<file path="src/rtl/core/assert_macros.svh">
// Assertion macros shared by the RTL of the boost PFC controller.
// Users must provide clk_i and rst_ni in the including scope.
`ifndef ASSERT_MACROS_SVH
`define ASSERT_MACROS_SVH

// Property that must hold on every clock edge outside reset.
`define BPFC_ASSERT(lbl, prop, msg) \
  lbl: assert property (@(posedge clk_i) disable iff (!rst_ni) prop) else $error(msg);

// Plain condition that must be true on every clock edge outside reset.
`define BPFC_ASSERT_ALWAYS(lbl, cond, msg) \
  `BPFC_ASSERT(lbl, (cond), msg)

`endif

</file>
<file path="src/rtl/core/bpfc_pkg.sv">
// Shared types, constants and saturating arithmetic helpers for the
// boost PFC current-mode controller. No dependencies.
`default_nettype none

package bpfc_pkg;

  localparam int VIN_W   = 44;
  localparam int IIN_W   = 42;
  localparam int TS_W    = 33;
  localparam int DUTY_W  = 32;
  localparam int VOUT_W  = 44;
  localparam int AMP_W   = 41;
  localparam int VREG_W  = 43;
  localparam int GAIN_W  = 49;
  localparam int CFG_DW  = 64;
  localparam int CFG_AW  = 6;

  localparam logic signed [63:0] SMAX = 64'sh7FFF_FFFF_FFFF_FFFF;
  localparam logic [63:0] PEAK_NUM = 64'd141421356;
  localparam logic [63:0] PEAK_DEN = 64'd100000000;

  typedef enum logic [2:0] {
    REG_VOUT_REF  = 3'd0,
    REG_VIN_RMS   = 3'd1,
    REG_POUT      = 3'd2,
    REG_VKP       = 3'd3,
    REG_VKI       = 3'd4,
    REG_CKP       = 3'd5,
    REG_CKI       = 3'd6,
    REG_INV_COUT  = 3'd7
  } reg_idx_e;

  typedef struct packed {
    logic [VREG_W-1:0] vout_ref;
    logic [VREG_W-1:0] vin_rms;
    logic [GAIN_W-1:0] pout;
    logic [GAIN_W-1:0] vkp;
    logic [GAIN_W-1:0] vki;
    logic [GAIN_W-1:0] ckp;
    logic [GAIN_W-1:0] cki;
    logic [GAIN_W-1:0] inv_cout;
    logic              vref_wr;
    logic [VREG_W-1:0] vref_new;
  } cfg_t;

  typedef struct packed {
    logic        start;
    logic        div;
    logic [63:0] a;
    logic [63:0] b;
    logic [63:0] d;
  } muldiv_req_t;

  typedef struct packed {
    logic        done;
    logic [63:0] q;
  } muldiv_rsp_t;

  function automatic logic signed [63:0] sadd(logic signed [63:0] a, logic signed [63:0] b);
    logic signed [64:0] s;
    s = 65'(a) + 65'(b);
    if (s > 65'(SMAX)) return SMAX;
    if (s < -65'(SMAX)) return -SMAX;
    return s[63:0];
  endfunction

  function automatic logic signed [63:0] ssub(logic signed [63:0] a, logic signed [63:0] b);
    logic signed [64:0] s;
    s = 65'(a) - 65'(b);
    if (s > 65'(SMAX)) return SMAX;
    if (s < -65'(SMAX)) return -SMAX;
    return s[63:0];
  endfunction

  function automatic logic signed [63:0] clampv(logic signed [63:0] x, logic signed [63:0] lo,
                                                logic signed [63:0] hi);
    if (x < lo) return lo;
    if (x > hi) return hi;
    return x;
  endfunction

  function automatic logic [63:0] mag(logic signed [63:0] x);
    logic signed [63:0] n;
    n = -x;
    return x[63] ? n : x;
  endfunction

endpackage

`default_nettype wire

</file>
<file path="src/rtl/core/bpfc_regs.sv">
// APB register file holding the loop setpoints, gains and plant constants.
// Depends on bpfc_pkg.
`default_nettype none

module bpfc_regs #(
  parameter int FRAC_BITS = 32
) (
  input  wire logic                          clk_i,
  input  wire logic                          rst_ni,
  input  wire logic                          psel,
  input  wire logic                          penable,
  input  wire logic                          pwrite,
  input  wire logic [bpfc_pkg::CFG_AW-1:0]   paddr,
  input  wire logic [bpfc_pkg::CFG_DW-1:0]   pwdata,
  output      logic [bpfc_pkg::CFG_DW-1:0]   prdata,
  output      logic                          pready,
  output      bpfc_pkg::cfg_t                cfg_o
);

  localparam logic [63:0] VREF_RST = 64'd400 << FRAC_BITS;
  localparam logic [63:0] VRMS_RST = 64'd230 << FRAC_BITS;
  localparam logic [63:0] POUT_RST = 64'd1000 << FRAC_BITS;
  localparam logic [63:0] COUT_RST = 64'd2127 << FRAC_BITS;

  logic [bpfc_pkg::VREG_W-1:0] vref_q, vrms_q;
  logic [bpfc_pkg::GAIN_W-1:0] pout_q, vkp_q, vki_q, ckp_q, cki_q, cout_q;
  logic                        wr;
  bpfc_pkg::reg_idx_e          idx;

  assign wr     = psel && penable && pwrite;
  assign idx    = bpfc_pkg::reg_idx_e'(paddr[5:3]);
  assign pready = 1'b1;

  always_ff @(posedge clk_i or negedge rst_ni) begin
    if (!rst_ni) begin
      vref_q <= VREF_RST[bpfc_pkg::VREG_W-1:0];
      vrms_q <= VRMS_RST[bpfc_pkg::VREG_W-1:0];
      pout_q <= POUT_RST[bpfc_pkg::GAIN_W-1:0];
      vkp_q  <= '0;
      vki_q  <= '0;
      ckp_q  <= '0;
      cki_q  <= '0;
      cout_q <= COUT_RST[bpfc_pkg::GAIN_W-1:0];
    end else if (wr) begin
      case (idx)
        bpfc_pkg::REG_VOUT_REF: vref_q <= pwdata[bpfc_pkg::VREG_W-1:0];
        bpfc_pkg::REG_VIN_RMS:  vrms_q <= pwdata[bpfc_pkg::VREG_W-1:0];
        bpfc_pkg::REG_POUT:     pout_q <= pwdata[bpfc_pkg::GAIN_W-1:0];
        bpfc_pkg::REG_VKP:      vkp_q  <= pwdata[bpfc_pkg::GAIN_W-1:0];
        bpfc_pkg::REG_VKI:      vki_q  <= pwdata[bpfc_pkg::GAIN_W-1:0];
        bpfc_pkg::REG_CKP:      ckp_q  <= pwdata[bpfc_pkg::GAIN_W-1:0];
        bpfc_pkg::REG_CKI:      cki_q  <= pwdata[bpfc_pkg::GAIN_W-1:0];
        bpfc_pkg::REG_INV_COUT: cout_q <= pwdata[bpfc_pkg::GAIN_W-1:0];
        default: ;
      endcase
    end
  end

  always_comb begin
    case (idx)
      bpfc_pkg::REG_VOUT_REF: prdata = 64'(vref_q);
      bpfc_pkg::REG_VIN_RMS:  prdata = 64'(vrms_q);
      bpfc_pkg::REG_POUT:     prdata = 64'(pout_q);
      bpfc_pkg::REG_VKP:      prdata = 64'(vkp_q);
      bpfc_pkg::REG_VKI:      prdata = 64'(vki_q);
      bpfc_pkg::REG_CKP:      prdata = 64'(ckp_q);
      bpfc_pkg::REG_CKI:      prdata = 64'(cki_q);
      bpfc_pkg::REG_INV_COUT: prdata = 64'(cout_q);
      default:                prdata = '0;
    endcase
  end

  // The model voltage is reloaded in the same cycle the reference is written.
  always_comb begin
    cfg_o.vout_ref = vref_q;
    cfg_o.vin_rms  = vrms_q;
    cfg_o.pout     = pout_q;
    cfg_o.vkp      = vkp_q;
    cfg_o.vki      = vki_q;
    cfg_o.ckp      = ckp_q;
    cfg_o.cki      = cki_q;
    cfg_o.inv_cout = cout_q;
    cfg_o.vref_wr  = wr && (idx == bpfc_pkg::REG_VOUT_REF);
    cfg_o.vref_new = pwdata[bpfc_pkg::VREG_W-1:0];
  end

endmodule

`default_nettype wire

</file>
<file path="config.mk">
export PLATFORM = sky130hd
export DESIGN_NAME = bpfc_regs
export DESIGN_NICKNAME = d
export VERILOG_FILES = /design/src/rtl/core/assert_macros.svh /design/src/rtl/core/bpfc_pkg.sv /design/src/rtl/core/bpfc_regs.sv
export SDC_FILE = /design/constraint.sdc
export NUM_CORES = 1
export LEC_CHECK = 0
export ABC_AREA = 1
export BUFFER_PORTS_ARGS = -buffer_cell sky130_fd_sc_hd__buf_4
export CAP_MARGIN = 40
export CORE_AREA = 2 2 220 222
export DETAILED_ROUTE_END_ITERATION = 7
export DIE_AREA = 0 0 222 224
export GPL_ROUTABILITY_DRIVEN = 1
export PLACE_DENSITY = 0.61
export RECOVER_POWER = 25
export SLEW_MARGIN = 30
export SYNTH_ARGS = -nofsm -noshare
export SYNTH_HDL_FRONTEND = slang
export SYNTH_SLANG_ARGS = --single-unit
</file>
<file path="constraint.sdc">
create_clock -name clk_i -period 2.15 [get_ports clk_i]
set_clock_uncertainty 0.05 [all_clocks]
set_input_delay 0.1075 -clock clk_i [delete_from_list [all_inputs] [get_ports clk_i]]
set_output_delay 0.1075 -clock clk_i [all_outputs]
set_load 0.05 [all_outputs]
</file>
; Word level (Yosys, flattened, before mapping)
; Cells that the tools add are included.
[word_totals]
ff_bits = 380
output_inout_bits = 489
in_bits = 75
wordCells = 28
[op_classes]
reduce_logical = 12
n_eq_ne = 7
n_mux = 1
[op_table]
columns = op, n
row1 = $pmux W64 S8, 1
row2 = $reduce_and A2 Y1, 8
row3 = $eq A3 B3 Y1 const B, 4
row4 = $eq A3 B2 Y1 const B, 2
row5 = $eq A3 B1 Y1 const B, 1
row6 = $logic_and A1 B1 Y1, 3
row7 = $logic_not A3 Y1, 1

; Logic depth before layout (Yosys ltp)
[depth]
depth_word = 3
mapped_depth = 9
depth_no_buf = 6

; Least setup slack after synthesis
; No wires, ideal clock.
[synth_timing]
kind = input to output
start = in paddr[3] (netlist name)
end = out prdata[10] (netlist name)
arrival_ns = 1.426
stages = 9
n_path_buf = 4
required_ns = 1.992
setup_slack_ns = 0.567
cell_sequence = buf_4 > inv_2 > buf_6 > nand3_2 > buf_2 > buf_2 > nor2_1 > nor2_1 > nand3_1
[synth_via]
elab_chain_len = 2
word_cells_on_any_way = 9
cone_classes = eq/ne (7) / mux (1) / reduce/logical (1)
[synth_lines]
columns = item, line_no
row1 = start: declaration, bpfc_regs.sv:13  ; input wire logic [bpfc_pkg::CFG_AW-1:0] paddr,
row2 = $eq A3 B3 Y1 (tied with other cells), bpfc_regs.sv:60  ; case (idx)
row3 = $pmux W64 S8 (*), bpfc_regs.sv:60
row4 = end: declaration, bpfc_regs.sv:15  ; output logic [bpfc_pkg::CFG_DW-1:0] prdata,
; Every way passes the cells marked *; elsewhere a longest branch is shown, timed or not. The select of a mux whose other input is x is not followed.

==> summary.md <==
| Metric | Value |
|---|---|
| Slew @ Worst Pin | `1.685 ns` |
| Area of the mapped netlist | `17800 um^2` |
| DP Wirelength | `about 46000 um` |
| Yosys top cell by area | `dfrtp_1` |
| Vias per inst | `5.359` |
| Synth Register Bits | `380` |
| P&R area growth vs syn | `35.16%` |
| Outcome | `finished with violations` |
| Tcrit/Tclk final | `91.04%` |
| WL final | `69330 um` |
| Sequential fraction of the synthesis area | `53.55%` |
| Clk sink count | `380` |
| Die height | `~220 um` |
| Crit end category | `output port` |
| Initial antenna violation count | `0` |
| Crit path kind | `primary input to output port` |
| CP startpoint kind | `primary input` |
| Crit path required time | `1.99 ns` |
| CTS buffer count | `43` |
| DIE AREA | `approximately 50000 um^2` |
| Total I/O pin count | `564` |
| Core footprint | `47350 um^2` |
| Endpoints failing hold | `0` |
| Unrepaired setup endpoints after global routing | `no` |
| Vias in the first global route | `17000` |
| Largest net degree at the start of global routing | `a little under 100` |
| Peak VDD IR | `0.7398 mV` |
| Hold Slack | `0.2682 ns` |
| Nets | `2698` |
| Antenna Nets Post-Route | `0` |
| Fraction of registers with async set/reset | `100.0%` |
| Final Util | `50.83%` |
| H-tree depth | `2` |
| Avg Cell Area, Syn | `8.258 um^2` |
| Worst Path Max Fanout | `31` |
| Share of cells above drive strength 1 | `between 20% and 30%` |
| Setup violators final | `0` |
| Initial core utilization | `between 30% and 40%` |
| Ys flop type | `dfrtp_1` |
| Total number of vias | `around 18000` |
| Count of final max-slew check failures | `113` |
| Post-synth top area share | `50.60%` |
| TritonRoute pass-1 iters | `5` |
| # diodes | `0` |
| Post-synth top cells | `nand2_1, dfrtp_1, nor2_1` |
| Setup repair bufs after CTS | `0` |
| Die width | `between 200 and 250 um` |
| # port buffers | `529` |
| First-pass GRT wire length | `105600 um` |
| CTS tree | `yes` |
| PwrDens | `1251 nW/um^2` |
| Worst hold-check path type | `primary input to flop` |
| Number of max-cap violations | `2` |
| Crit-path slowest cell | `clkbuf_2` |
| Cts-stage hold buffer count | `50` |
| Clock-pin transition on the worst setup and hold timing paths | `0.05 ns` |
| Syn. warnings | `0` |
| WP data arrival | `approximately 1.8 ns` |
| Delay of the slowest cell on the worst path | `around 0.63 ns` |
| EDFF count, synth | `0` |
| Period minus WS final | `slightly below 2 ns` |
| Post-cts sizing count | `0` |
| F_max | `510.9 MHz` |
| Top-count cell post-synth | `nand2_1` |
| CP Cell Sequence | `clkbuf_1 > nand3_2 > nor2_4 > clkbuf_2 > buf_4` |
| Cell leakage power | `0.01212 uW` |
| Synth area leaders | `dfrtp_1, nand2_1, nand4_1` |
| Total track usage | `27.34%` |
| Grt total ovfl | `0` |
| Clock latency on the worst-skew pair | `0.56 ns` |
| Setup_tns | `0 ns` |
| # DRC | `0` |
| Relative slew slack | `-12.35%` |
| Root Driver | `clkbuf_16` |
| Routability congestion estimate from global placement | `between 0.8 and 0.9` |
| WL/cell | `21.19 um` |
| Failing checks | `capacitance limit, slew limit` |
| Cell row count | `80` |
| Cell count after synthesis | `2156` |
| 1st-iter DRT viols | `1442` |
| Netlist cell types | `26` |
| Clock buffer depth | `3` |
==> path summary, 6_finish.rpt <==
check,slack [ns],startpoint,depth (start not counted),endpoint
worst max-delay path,0.19,penable,5,cfg_o[43]
worst min-delay path,0.27,pwdata[35],4,cki_q[35]$_DFFE_PN0P_
worst max register to register,1.24,vref_q[40]$_DFFE_PN1P_,2,vref_q[40]$_DFFE_PN1P_
worst min register to register,0.44,cout_q[38]$_DFFE_PN1P_,2,cout_q[38]$_DFFE_PN1P_
max in group asynchronous,0.33,rst_ni,4,cki_q[8]$_DFFE_PN0P_
min in group asynchronous,0.47,rst_ni,2,cki_q[36]$_DFFE_PN0P_
==> logic make-up after synthesis <==
kind of cell           share of synthesized area (%)
AO/OA/AOI/OAI                                  11.22
flip-flops                                     53.55
other                                        0.04218
buffers and inverters                          9.410
AND/OR/NAND/NOR                                25.78
==> power breakdown <==
group | switching [uW] | internal (uW) | total, uW
Sequential | 1390 | 8730 | 10100
Combinational | 9100 | 3320 | 12400
Clock | 2980 | 4590 | 7570
==> cell usage in the layout (no fill, tap or decap), types with 6 or more instances in the layout <==
cell / n
buf_4: 559
nand2_1: 422
dfrtp_1: 360
nor2_1: 275
nand4_1: 221
o21ai_0: 195
a21oi_1: 140
inv_1: 112
nand3_1: 94
o21ai_1: 58
dlygate4sd3_1: 50
clkbuf_16: 45
dfstp_2: 20
buf_12: 20
conb_1: 16
clkbuf_8: 12
clkbuf_1: 10
clkinv_2: 8
clkbuf_2: 6
==> state kept, by name, summed over array words and instances, names as in the netlist <==
register / flops
vki_q: 49
cki_q: 49
ckp_q: 49
pout_q: 49
vref_q: 43
vrms_q: 43
cout_q: 49
vkp_q: 49
==> cell type report <==
| type | instances | area [um^2] |
|---|---|---|
| inverters | 117 | 442.9 |
| clock buffers | 66 | 1325 |
| clock inverters | 12 | 141.4 |
| multi-input cells | 1441 | 6685 |
| well taps | 615 | 769.5 |
| repair buffers | 640 | 5166 |
| fillers | 4548 | 23280 |
| flip-flops and latches | 380 | 9534 |
==> critical path: cells and delay by family <==
family | cells | cell delay (ns)
buffers and inverters | 3 | 1.10
and+or+nand+nor | 2 | 0.55
==> metrics by stage <==
stage               total power (uW)  cells  worst slack (ns)  area, um^2
floorplan                      18180   2170            0.5669       17860
global placement               22450   3143            0.3306       22210
finish                         30110   3271            0.1927       24060
global route                   31290   3271           0.06987       24060
CTS                            30290   3271            0.1732       24180
detailed placement             22590   3143            0.3056       22210
==> layer usage <==
layer	vias up	GRT usage, %	part of all wire [%]
met1	8494	35.34	41
met2	809	44.99	48
met5	-	0	0
li1	8085	-	-
met4	0	10.57	3.4
met3	142	5.929	7.8
No activity file was read; power rests on OpenSTA's default activity.
