## src/rtl/core/assert_macros.svh

```systemverilog
// Assertion macros shared by the RTL of the boost PFC controller.
// Users must provide clk_i and rst_ni in the including scope.
`ifndef ASSERT_MACROS_SVH
`define ASSERT_MACROS_SVH

// Property that must hold on every clock edge outside reset.
`define BPFC_ASSERT(lbl, prop, msg) \
  lbl: assert property (@(posedge clk_i) disable iff (!rst_ni) prop) else $error(msg);

// Plain condition that must be true on every clock edge outside reset.
`define BPFC_ASSERT_ALWAYS(lbl, cond, msg) \
  `BPFC_ASSERT(lbl, (cond), msg)

`endif

```

## src/rtl/core/bpfc_pkg.sv

```systemverilog
// Shared types, constants and saturating arithmetic helpers for the
// boost PFC current-mode controller. No dependencies.
`default_nettype none

package bpfc_pkg;

  localparam int VIN_W   = 44;
  localparam int IIN_W   = 42;
  localparam int TS_W    = 33;
  localparam int DUTY_W  = 32;
  localparam int VOUT_W  = 44;
  localparam int AMP_W   = 41;
  localparam int VREG_W  = 43;
  localparam int GAIN_W  = 49;
  localparam int CFG_DW  = 64;
  localparam int CFG_AW  = 6;

  localparam logic signed [63:0] SMAX = 64'sh7FFF_FFFF_FFFF_FFFF;
  localparam logic [63:0] PEAK_NUM = 64'd141421356;
  localparam logic [63:0] PEAK_DEN = 64'd100000000;

  typedef enum logic [2:0] {
    REG_VOUT_REF  = 3'd0,
    REG_VIN_RMS   = 3'd1,
    REG_POUT      = 3'd2,
    REG_VKP       = 3'd3,
    REG_VKI       = 3'd4,
    REG_CKP       = 3'd5,
    REG_CKI       = 3'd6,
    REG_INV_COUT  = 3'd7
  } reg_idx_e;

  typedef struct packed {
    logic [VREG_W-1:0] vout_ref;
    logic [VREG_W-1:0] vin_rms;
    logic [GAIN_W-1:0] pout;
    logic [GAIN_W-1:0] vkp;
    logic [GAIN_W-1:0] vki;
    logic [GAIN_W-1:0] ckp;
    logic [GAIN_W-1:0] cki;
    logic [GAIN_W-1:0] inv_cout;
    logic              vref_wr;
    logic [VREG_W-1:0] vref_new;
  } cfg_t;

  typedef struct packed {
    logic        start;
    logic        div;
    logic [63:0] a;
    logic [63:0] b;
    logic [63:0] d;
  } muldiv_req_t;

  typedef struct packed {
    logic        done;
    logic [63:0] q;
  } muldiv_rsp_t;

  function automatic logic signed [63:0] sadd(logic signed [63:0] a, logic signed [63:0] b);
    logic signed [64:0] s;
    s = 65'(a) + 65'(b);
    if (s > 65'(SMAX)) return SMAX;
    if (s < -65'(SMAX)) return -SMAX;
    return s[63:0];
  endfunction

  function automatic logic signed [63:0] ssub(logic signed [63:0] a, logic signed [63:0] b);
    logic signed [64:0] s;
    s = 65'(a) - 65'(b);
    if (s > 65'(SMAX)) return SMAX;
    if (s < -65'(SMAX)) return -SMAX;
    return s[63:0];
  endfunction

  function automatic logic signed [63:0] clampv(logic signed [63:0] x, logic signed [63:0] lo,
                                                logic signed [63:0] hi);
    if (x < lo) return lo;
    if (x > hi) return hi;
    return x;
  endfunction

  function automatic logic [63:0] mag(logic signed [63:0] x);
    logic signed [63:0] n;
    n = -x;
    return x[63] ? n : x;
  endfunction

endpackage

`default_nettype wire

```

## src/rtl/core/bpfc_muldiv.sv

```systemverilog
// Shared multiply / multiply-divide unit: floor(a*b >> FRAC_BITS) or
// floor(a*b/d), saturated to the signed 64-bit maximum. Depends on bpfc_pkg.
`default_nettype none

module bpfc_muldiv #(
  parameter int FRAC_BITS = 32
) (
  input  wire logic                 clk_i,
  input  wire logic                 rst_ni,
  input  wire bpfc_pkg::muldiv_req_t req_i,
  output      bpfc_pkg::muldiv_rsp_t rsp_o
);

  typedef enum logic [3:0] {
    U_IDLE = 4'b0001,
    U_MUL  = 4'b0010,
    U_DIV  = 4'b0100,
    U_DONE = 4'b1000
  } ustate_e;

  ustate_e      st_q;
  logic [5:0]   cnt_q;
  logic         div_q;
  logic [63:0]  a_q, b_q, d_q, rem_q, lo_q, q_q;
  logic [127:0] acc_q;

  logic [31:0]  a_half, b_half;
  logic [63:0]  pp;
  logic [127:0] pp_sh, acc_sum, shifted;
  logic [63:0]  mul_res, rem_next;
  logic [64:0]  trial;
  logic         fits, hi_sat;

  // One 32x32 partial product per cycle; four such products form the full product.
  always_comb begin
    a_half  = cnt_q[1] ? a_q[63:32] : a_q[31:0];
    b_half  = cnt_q[0] ? b_q[63:32] : b_q[31:0];
    pp      = 64'(a_half) * 64'(b_half);
    case (cnt_q[1:0])
      2'b00:        pp_sh = {64'd0, pp};
      2'b01, 2'b10: pp_sh = {32'd0, pp, 32'd0};
      default:      pp_sh = {pp, 64'd0};
    endcase
    acc_sum = acc_q + pp_sh;
    shifted = acc_sum >> FRAC_BITS;
    mul_res = (|shifted[127:63]) ? bpfc_pkg::SMAX : shifted[63:0];
    hi_sat  = acc_sum[127:64] >= d_q;
    trial    = {rem_q, lo_q[63]};
    fits     = trial >= {1'b0, d_q};
    rem_next = fits ? 64'(trial - {1'b0, d_q}) : trial[63:0];
  end

  always_ff @(posedge clk_i or negedge rst_ni) begin
    if (!rst_ni) begin
      st_q  <= U_IDLE;
      cnt_q <= '0;
    end else begin
      case (st_q)
        U_IDLE: begin
          if (req_i.start) begin
            st_q  <= U_MUL;
            cnt_q <= '0;
          end
        end
        U_MUL: begin
          cnt_q <= cnt_q + 6'd1;
          if (cnt_q[1:0] == 2'd3) begin
            if (!div_q || hi_sat) begin
              st_q <= U_DONE;
            end else begin
              st_q  <= U_DIV;
              cnt_q <= '0;
            end
          end
        end
        U_DIV: begin
          cnt_q <= cnt_q + 6'd1;
          if (cnt_q == 6'd63) st_q <= U_DONE;
        end
        U_DONE:  st_q <= U_IDLE;
        default: st_q <= U_IDLE;
      endcase
    end
  end

  always_ff @(posedge clk_i) begin
    case (st_q)
      U_IDLE: begin
        if (req_i.start) begin
          a_q   <= req_i.a;
          b_q   <= req_i.b;
          d_q   <= req_i.d;
          div_q <= req_i.div;
          acc_q <= '0;
        end
      end
      U_MUL: begin
        acc_q <= acc_sum;
        if (cnt_q[1:0] == 2'd3) begin
          if (!div_q) begin
            q_q <= mul_res;
          end else if (hi_sat) begin
            q_q <= bpfc_pkg::SMAX;
          end else begin
            rem_q <= acc_sum[127:64];
            lo_q  <= acc_sum[63:0];
            q_q   <= '0;
          end
        end
      end
      U_DIV: begin
        rem_q <= rem_next;
        lo_q  <= {lo_q[62:0], 1'b0};
        q_q   <= {q_q[62:0], fits};
      end
      default: ;
    endcase
  end

  assign rsp_o.done = (st_q == U_DONE);
  assign rsp_o.q    = q_q[63] ? bpfc_pkg::SMAX : q_q;

endmodule

`default_nettype wire

```

## config.mk

```make
export PLATFORM = sky130hd
export DESIGN_NAME = bpfc_muldiv
export DESIGN_NICKNAME = d
export VERILOG_FILES = /design/src/rtl/core/assert_macros.svh /design/src/rtl/core/bpfc_pkg.sv /design/src/rtl/core/bpfc_muldiv.sv
export SDC_FILE = /design/constraint.sdc
export NUM_CORES = 2
export LEC_CHECK = 0
export BUFFER_PORTS_ARGS = -buffer_cell sky130_fd_sc_hd__buf_4
export CORE_MARGIN = 2
export CORE_UTILIZATION = 65
export CTS_CLUSTER_DIAMETER = 120
export DETAILED_ROUTE_END_ITERATION = 16
export PLACE_DENSITY_LB_ADDON = 0.3
export SYNTH_ARGS = -nofsm -noshare
export SYNTH_HDL_FRONTEND = slang
export SYNTH_SLANG_ARGS = --single-unit
```

## constraint.sdc

```tcl
create_clock -name clk_i -period 20 [get_ports clk_i]
set_clock_uncertainty 0.2 [all_clocks]
set_input_delay 2 -clock clk_i [delete_from_list [all_inputs] [get_ports clk_i]]
set_output_delay 2 -clock clk_i [all_outputs]
set_load 0.02 [all_outputs]
```

==> Word-level counts from Yosys, hierarchy flattened <==
Cells that the tools add are included.
{ "word_totals": {"ff_bits": 523, "out_inout_bits": 65} }
{ "classes": {"n_addsub": 3, "n_mul": 1, "order_cmp": 2, "eq_ne": 13, "muxes": 29, "n_reduce_logical": 14} }
{ "ops": {"columns": ["operator", "count"], "rows": [
  ["64-bit 2-to-1 mux", 10],
  ["128-bit case mux with 2 select lines", 2],
  ["64-bit case mux with 2 select lines", 3],
  ["128-bit adder", 1],
  ["128-bit 2-to-1 mux", 1],
  ["63-bit 2-to-1 mux", 2],
  ["65-bit by 64-bit greater-or-equal comparator with 1-bit output", 1],
  ["64-bit greater-or-equal comparator", 1],
  ["32-bit by 32-bit multiplier with 64-bit output", 1],
  ["32-bit 2-to-1 mux", 2],
  ["64-bit subtractor", 1],
  ["33-bit OR reduction", 1],
  ["6-bit 2-to-1 mux", 3],
  ["6-bit case mux with 3 select lines", 1],
  ["4-bit 2-to-1 mux", 4],
  ["4-bit case mux with 3 select lines", 1],
  ["2-bit != test (second input constant)", 5],
  ["2-bit AND reduction", 4],
  ["6-bit by 1-bit adder with 6-bit output (second input constant)", 1],
  ["6-bit equality test (second input constant)", 1],
  ["2-bit equality test (second input constant)", 2],
  ["4-bit by 1-bit equality test with 1-bit output (second input constant)", 1],
  ["4-bit by 2-bit equality test with 1-bit output (second input constant)", 1],
  ["4-bit by 3-bit equality test with 1-bit output (second input constant)", 1],
  ["other kinds (10)", 11]
]} }

==> Logic depth before layout (Yosys ltp) <==
{ "depth": {"ltp_word": 9, "depth_mapped": 65, "depth_no_buf": 60} }

==> Worst setup path after synthesis <==
No wires, ideal clock.
{ "synth_timing": {"kind": "register to register", "startpoint": "register cnt_q[1]", "endpoint": "register lo_q[0] (enable)", "setup_ns": 0.492, "t_arrival_ns": 16.617, "path_slack_ns": 2.691, "stages_incl_launch_ff": 57, "period_less_slack_ns": 17.309, "path_cell_list": "dfrtp_1 clkbuf_1 buf_1 mux2i_1 clkbuf_1 nor2_1 fa_1 inv_1 fa_1 fa_1 fa_1 inv_1 fa_1 fa_1 fa_1 fa_1 ha_1 a21oi_1 [... 21 more ...] o21a_1 o21ai_0 a21boi_0 xnor2_1 ha_1 a21o_1 a21o_1 a21o_1 a21o_1 a21o_1 a21o_1 a211oi_1 o21ai_0 a21oi_1 nor2_1 a2111oi_0 nand3_1 nand2_1"} }
{ "synth_between": {"elab_chain_cells": 7} }
{ "synth_rtl": {"columns": ["item", "line_no", "text"], "rows": [
  ["start: declaration", "bpfc_muldiv.sv:22", "logic [5:0] cnt_q;"],
  ["start signal: assignment", "bpfc_muldiv.sv:66", "cnt_q <= cnt_q + 6'd1;"],
  ["start signal: assignment", "bpfc_muldiv.sv:77", "cnt_q <= cnt_q + 6'd1;"],
  ["32-bit 2-to-1 mux, or another cell as far along", "bpfc_muldiv.sv:36", "a_half = cnt_q[1] ? a_q[63:32] : a_q[31:0];"],
  ["32-bit by 32-bit multiplier with 64-bit output / 2-bit OR reduction (equally long branches)", "bpfc_muldiv.sv:38, bpfc_muldiv.sv:39", null],
  ["128-bit case mux with 2 select lines (*)", "bpfc_muldiv.sv:39", "case (cnt_q[1:0])"],
  ["128-bit adder (*)", "bpfc_muldiv.sv:44", "acc_sum = acc_q + pp_sh;"],
  ["named net acc_sum[90]", "bpfc_muldiv.sv:29", "logic [127:0] pp_sh, acc_sum, shifted;"],
  ["64-bit greater-or-equal comparator (*)", "bpfc_muldiv.sv:47", "hi_sat = acc_sum[127:64] >= d_q;"],
  ["2-bit != test (no source line) (*)", null, null],
  ["4-bit AND reduction (no source line) (*)", null, null],
  ["end signal: assignment", "bpfc_muldiv.sv:106", "lo_q <= acc_sum[63:0];"],
  ["end signal: assignment", "bpfc_muldiv.sv:113", "lo_q <= {lo_q[62:0], 1'b0};"],
  ["end: declaration", "bpfc_muldiv.sv:24", "logic [63:0] a_q, b_q, d_q, rem_q, lo_q, q_q;"]
]} }
Mark *: on every way through the listed nets, which the timed path passes. The rest lies on a longest branch.
A chain may end at the register's enable or synchronous reset.

==> Worst setup path after layout <==
{ "layout_timing": {"startpoint": "register cnt_q[0]", "endpoint": "register q_q[38], data pin"} }
{ "layout_between": {"elab_chain_cells": 9} }
{ "layout_rtl": {"columns": ["item", "line_no", "text"], "rows": [
  ["32-bit 2-to-1 mux, or another cell as far along", "bpfc_muldiv.sv:37", "b_half = cnt_q[0] ? b_q[63:32] : b_q[31:0];"],
  ["32-bit by 32-bit multiplier with 64-bit output / 2-bit OR reduction (equally long branches)", "bpfc_muldiv.sv:38, bpfc_muldiv.sv:39", null],
  ["128-bit case mux with 2 select lines (*)", "bpfc_muldiv.sv:39", null],
  ["128-bit adder (*)", "bpfc_muldiv.sv:44", null],
  ["named net acc_sum[90]", "bpfc_muldiv.sv:29", null],
  ["64-bit greater-or-equal comparator (*)", "bpfc_muldiv.sv:47", null],
  ["63-bit 2-to-1 mux (*)", "bpfc_muldiv.sv:102", "end else if (hi_sat) begin"],
  ["64-bit 2-to-1 mux (*)", "bpfc_muldiv.sv:100", "if (!div_q) begin"],
  ["64-bit 2-to-1 mux (*)", "bpfc_muldiv.sv:99", "if (cnt_q[1:0] == 2'd3) begin"],
  ["64-bit case mux with 2 select lines (*)", "bpfc_muldiv.sv:87", "case (st_q)"],
  ["end signal: assignment", "bpfc_muldiv.sv:101", "q_q <= mul_res;"],
  ["end signal: assignment", "bpfc_muldiv.sv:103", "q_q <= bpfc_pkg::SMAX;"],
  ["end signal: assignment", "bpfc_muldiv.sv:114", "q_q <= {q_q[62:0], fits};"],
  ["end: declaration", "bpfc_muldiv.sv:24", null]
]} }
Mark *: on every way through the listed nets, which the timed path passes. The rest lies on a longest branch. The select of a mux whose other input is x is not followed.

==> results.ini <==
[run_status]
status=finished, final reports clean

[worst_setup_path]
crit_family=compound AO/OA/AOI/OAI gates
cp-start-kind=flip-flop
worst_path_most_repeated_cell=fa_1
cpMaxStageDelayCell=dfrtp_4
crit_required_ns=20.22
slowest_delay_ns=0.96
cp-end-kind=flip-flop
cp_max_fo=43
criticalPathCategory=flip-flop to flip-flop
worst-path-buf-inv=5
worstPathArrival_ns=19.47

[grt]
grt_pass1_wl_mm=345
antenna_found_initial=4
gr-total-overflow=0
grt_start_max_net_pins=116
grt_pass1_vias=58200
grt_usage_pct=42.8

[route]
ant_nets=0
route.met2.wl_mm=99.4
dr_wl_met3_mm=25.5
highest_layer=met5
num_vias=56700
firstDrtPassIters=6
post_drt_wl_per_cell_um=25.3
detailedRoute.firstIterationViolations=6184
routed_wl_mm=225
drc=0
vias_per_cell=6.37
drt-met1-wl_mm=83.6

[run]
maxCapViolCount=0

[synth]
muxShareOfSynthArea_pct=2.12
synthArstFlopShare_pct=1.91
synth_fp_nets=9022
yosysSeqAreaShare_pct=23.2
synth_top_flop_cell=edfxtp_1
synth-adder-area-share_pct=36.2
ys_seq_elements=523
synth_cells=7408
synth-xor-area-share_pct=3.04
synth_top_family_by_area=adder cells
synthSimpleGateAreaFrac_pct=15.2
synthDistinctLibCells=92
ys_warn_count=0
synth_edf_count=513
syn_avg_cell_area_um2=9.12
synth.cell_area_um2=67500
synth-compound-area-share_pct=12.3

[floorplan]
die_area_um2=107000
die_w_um=326
core-area_um2=103000
die_h_um=326
placementRows=118
start_util_pct=65.4
io_pins=261

[clock_tree]
clock_sinks=523
postCtsSetupBuffers=0
cts_tree=yes
cts.path.max_buffers=3
cts-buffers-inserted=66
clk_latency_ns=0.68
cts-resized-gates=0
cts_root_buf=clkbuf_16
h-tree-depth=3
clk_pin_slew_ns=0.06
ctsHoldBuffers=0

[timing]
fin_crit_sh_pct=96.3
max_freq_mhz=51.9
period_needed_ns=19.25
hold_violations=0
worst_slew_pin_slew_ns=1.21
slew-limit-headroom_pct=18.8
final.setup.tns_ns=0
rsz0062_at_grt=no
finalMaxSlewViolations=0
setup_violations=0

[placement]
dp_hpwl_mm=178
io_buffers=259
place.gp.congestion=1.05

[final_layout]
num-fill-cells=7846
postLayoutCoreUtil_pct=70.7
fin_nets=9089
layout-drive-gt1-share_pct=9.12
area_delta_synth_final_pct=8.16

[min_path]
hold_class=flip-flop to flip-flop

[registers in the layout (all words and copies together), names as in the netlist, 4 cells and up]
signal / count
a_q: 64
st_q: 4
q_q: 64
acc_q: 128
d_q: 64
b_q: 64
lo_q: 64
rem_q: 64
cnt_q: 6
[area by class of cell]
cell class / count / area [µm²] / area share (%)
Inverter: 1056 / 3970 / 5.44
Clock inverter: 35 / 452 / 0.618
Antenna cell: 1 / 2.50 / 0.00343
Tap cell: 1380 / 1730 / 2.36
Multi-Input combinational cell: 5472 / 46800 / 64.1
Clock buffer: 79 / 1730 / 2.37
Sequential cell: 523 / 15700 / 21.4
Timing Repair Buffer: 356 / 2710 / 3.71
[per-layer routing]
layer / track usage (%) / vias to the layer above
met5: 0 / -
met4: 25.3 / 2
met3: 10.7 / 839
met2: 65.6 / 3754
met1: 55.5 / 27600
li1: - / 24500
[Yosys cell counts, types with 13 or more instances]
cell / n / share of area (%)
inv_1: 1056 / 5.9
a21oi_1: 388 / 2.9
nor3_1: 62 / 0.46
and3_1: 35 / 0.32
o221a_2: 20 / 0.33
xnor2_1: 131 / 1.7
clkbuf_1: 321 / 1.8
o211ai_1: 24 / 0.27
edfxtp_1: 513 / 23
or3_1: 19 / 0.18
nand2b_1: 34 / 0.31
o21bai_1: 55 / 0.61
xor2_1: 101 / 1.3
nand4_1: 94 / 0.87
nor2b_1: 38 / 0.35
o21ai_0: 340 / 2.5
nor4_1: 20 / 0.19
o21a_1: 39 / 0.43
o22ai_1: 13 / 0.12
nand2_1: 944 / 5.2
or2_2: 73 / 0.68
buf_2: 18 / 0.13
a31oi_1: 27 / 0.25
nand3_1: 66 / 0.49
and2_1: 96 / 0.89
fa_1: 898 / 27
a21boi_0: 15 / 0.17
a211oi_1: 72 / 0.80
o31ai_1: 16 / 0.18
mux2i_1: 69 / 1.0
buf_1: 15 / 0.083
a21o_1: 151 / 1.7
mux2_2: 65 / 1.1
nor2_1: 849 / 4.7
ha_1: 520 / 9.6
[metrics by stage]
step	cells	setup WS (ns)	area [µm²]	hold WS, ns
2_1_floorplan	7408	2.69	67500	0.273
3_3_place_gp	8787	1.26	70900	0.292
3_5_place_dp	8787	0.841	70900	0.309
4_1_cts	8901	0.784	73100	0.323
5_1_grt	8901	0.0333	73100	0.341
6_report	8902	0.747	73100	0.319
[tightest hold or removal path, cell delays in order (launching register included)]
cell	delay, ns
edfxtp_1	0.32
nand2_1	0.05
nand2_1	0.05
[cells by family (layout without fill, tap and decap cells)]
| group | Yosys count | after routing |
|---|---|---|
| AOI/OAI and AO/OA | 1314 | 1314 |
| xor gates and xnor gates | 233 | 233 |
| adders and majority gates | 1418 | 1418 |
| buffers and inverters | 1413 | 1526 |
| DFF | 523 | 523 |
| muxes | 135 | 135 |
| other | 1 | 2 |
| and+or+nand+nor | 2371 | 2371 |
[cells in the final DEF (no fill, tap or decap), types with 30 or more instances in the layout]
cell type | netlist | layout
inv_1 | 1056 | 1055
nand2_1 | 944 | 942
fa_1 | 898 | 898
nor2_1 | 849 | 849
ha_1 | 520 | 520
edfxtp_1 | 513 | 513
a21oi_1 | 388 | 388
buf_4 | 2 | 353
o21ai_0 | 340 | 339
a21o_1 | 151 | 151
xnor2_1 | 131 | 131
xor2_1 | 101 | 101
and2_1 | 96 | 95
nand4_1 | 94 | 94
or2_2 | 73 | 73
a211oi_1 | 72 | 72
nand3_1 | 66 | 66
clkbuf_16 | 0 | 66
mux2_2 | 65 | 65
nor3_1 | 62 | 61
o21bai_1 | 55 | 55
o21a_1 | 39 | 39
nor2b_1 | 38 | 36
and3_1 | 35 | 35
mux2i_1 | 69 | 34
nand2b_1 | 34 | 34
mux2i_2 | 0 | 30
[path summary, 6_finish.rpt]
| check | from | endpoint | slack [ns] | cells past startpoint |
|---|---|---|---|---|
| worst max-delay path | cnt_q[0]$_DFFE_PN0P_ | q_q[38]$_DFFE_PP_ | 0.75 | 55 |
| max in group asynchronous | rst_ni | st_q[0]$_DFFE_PN1P_ | 18.34 | 1 |
| min in group asynchronous | rst_ni | st_q[3]$_DFFE_PN0P_ | 0.98 | 1 |
| worst min register to register | lo_q[3]$_DFFE_PP_ | lo_q[4]$_DFFE_PP_ | 0.32 | 2 |
| worst max register to register | cnt_q[0]$_DFFE_PN0P_ | q_q[38]$_DFFE_PP_ | 0.75 | 55 |
| worst min-delay path | lo_q[3]$_DFFE_PP_ | lo_q[4]$_DFFE_PP_ | 0.32 | 2 |
Power is not shown: default switching activity piles up to over one toggle a cycle in this logic, so the estimate is an artifact.
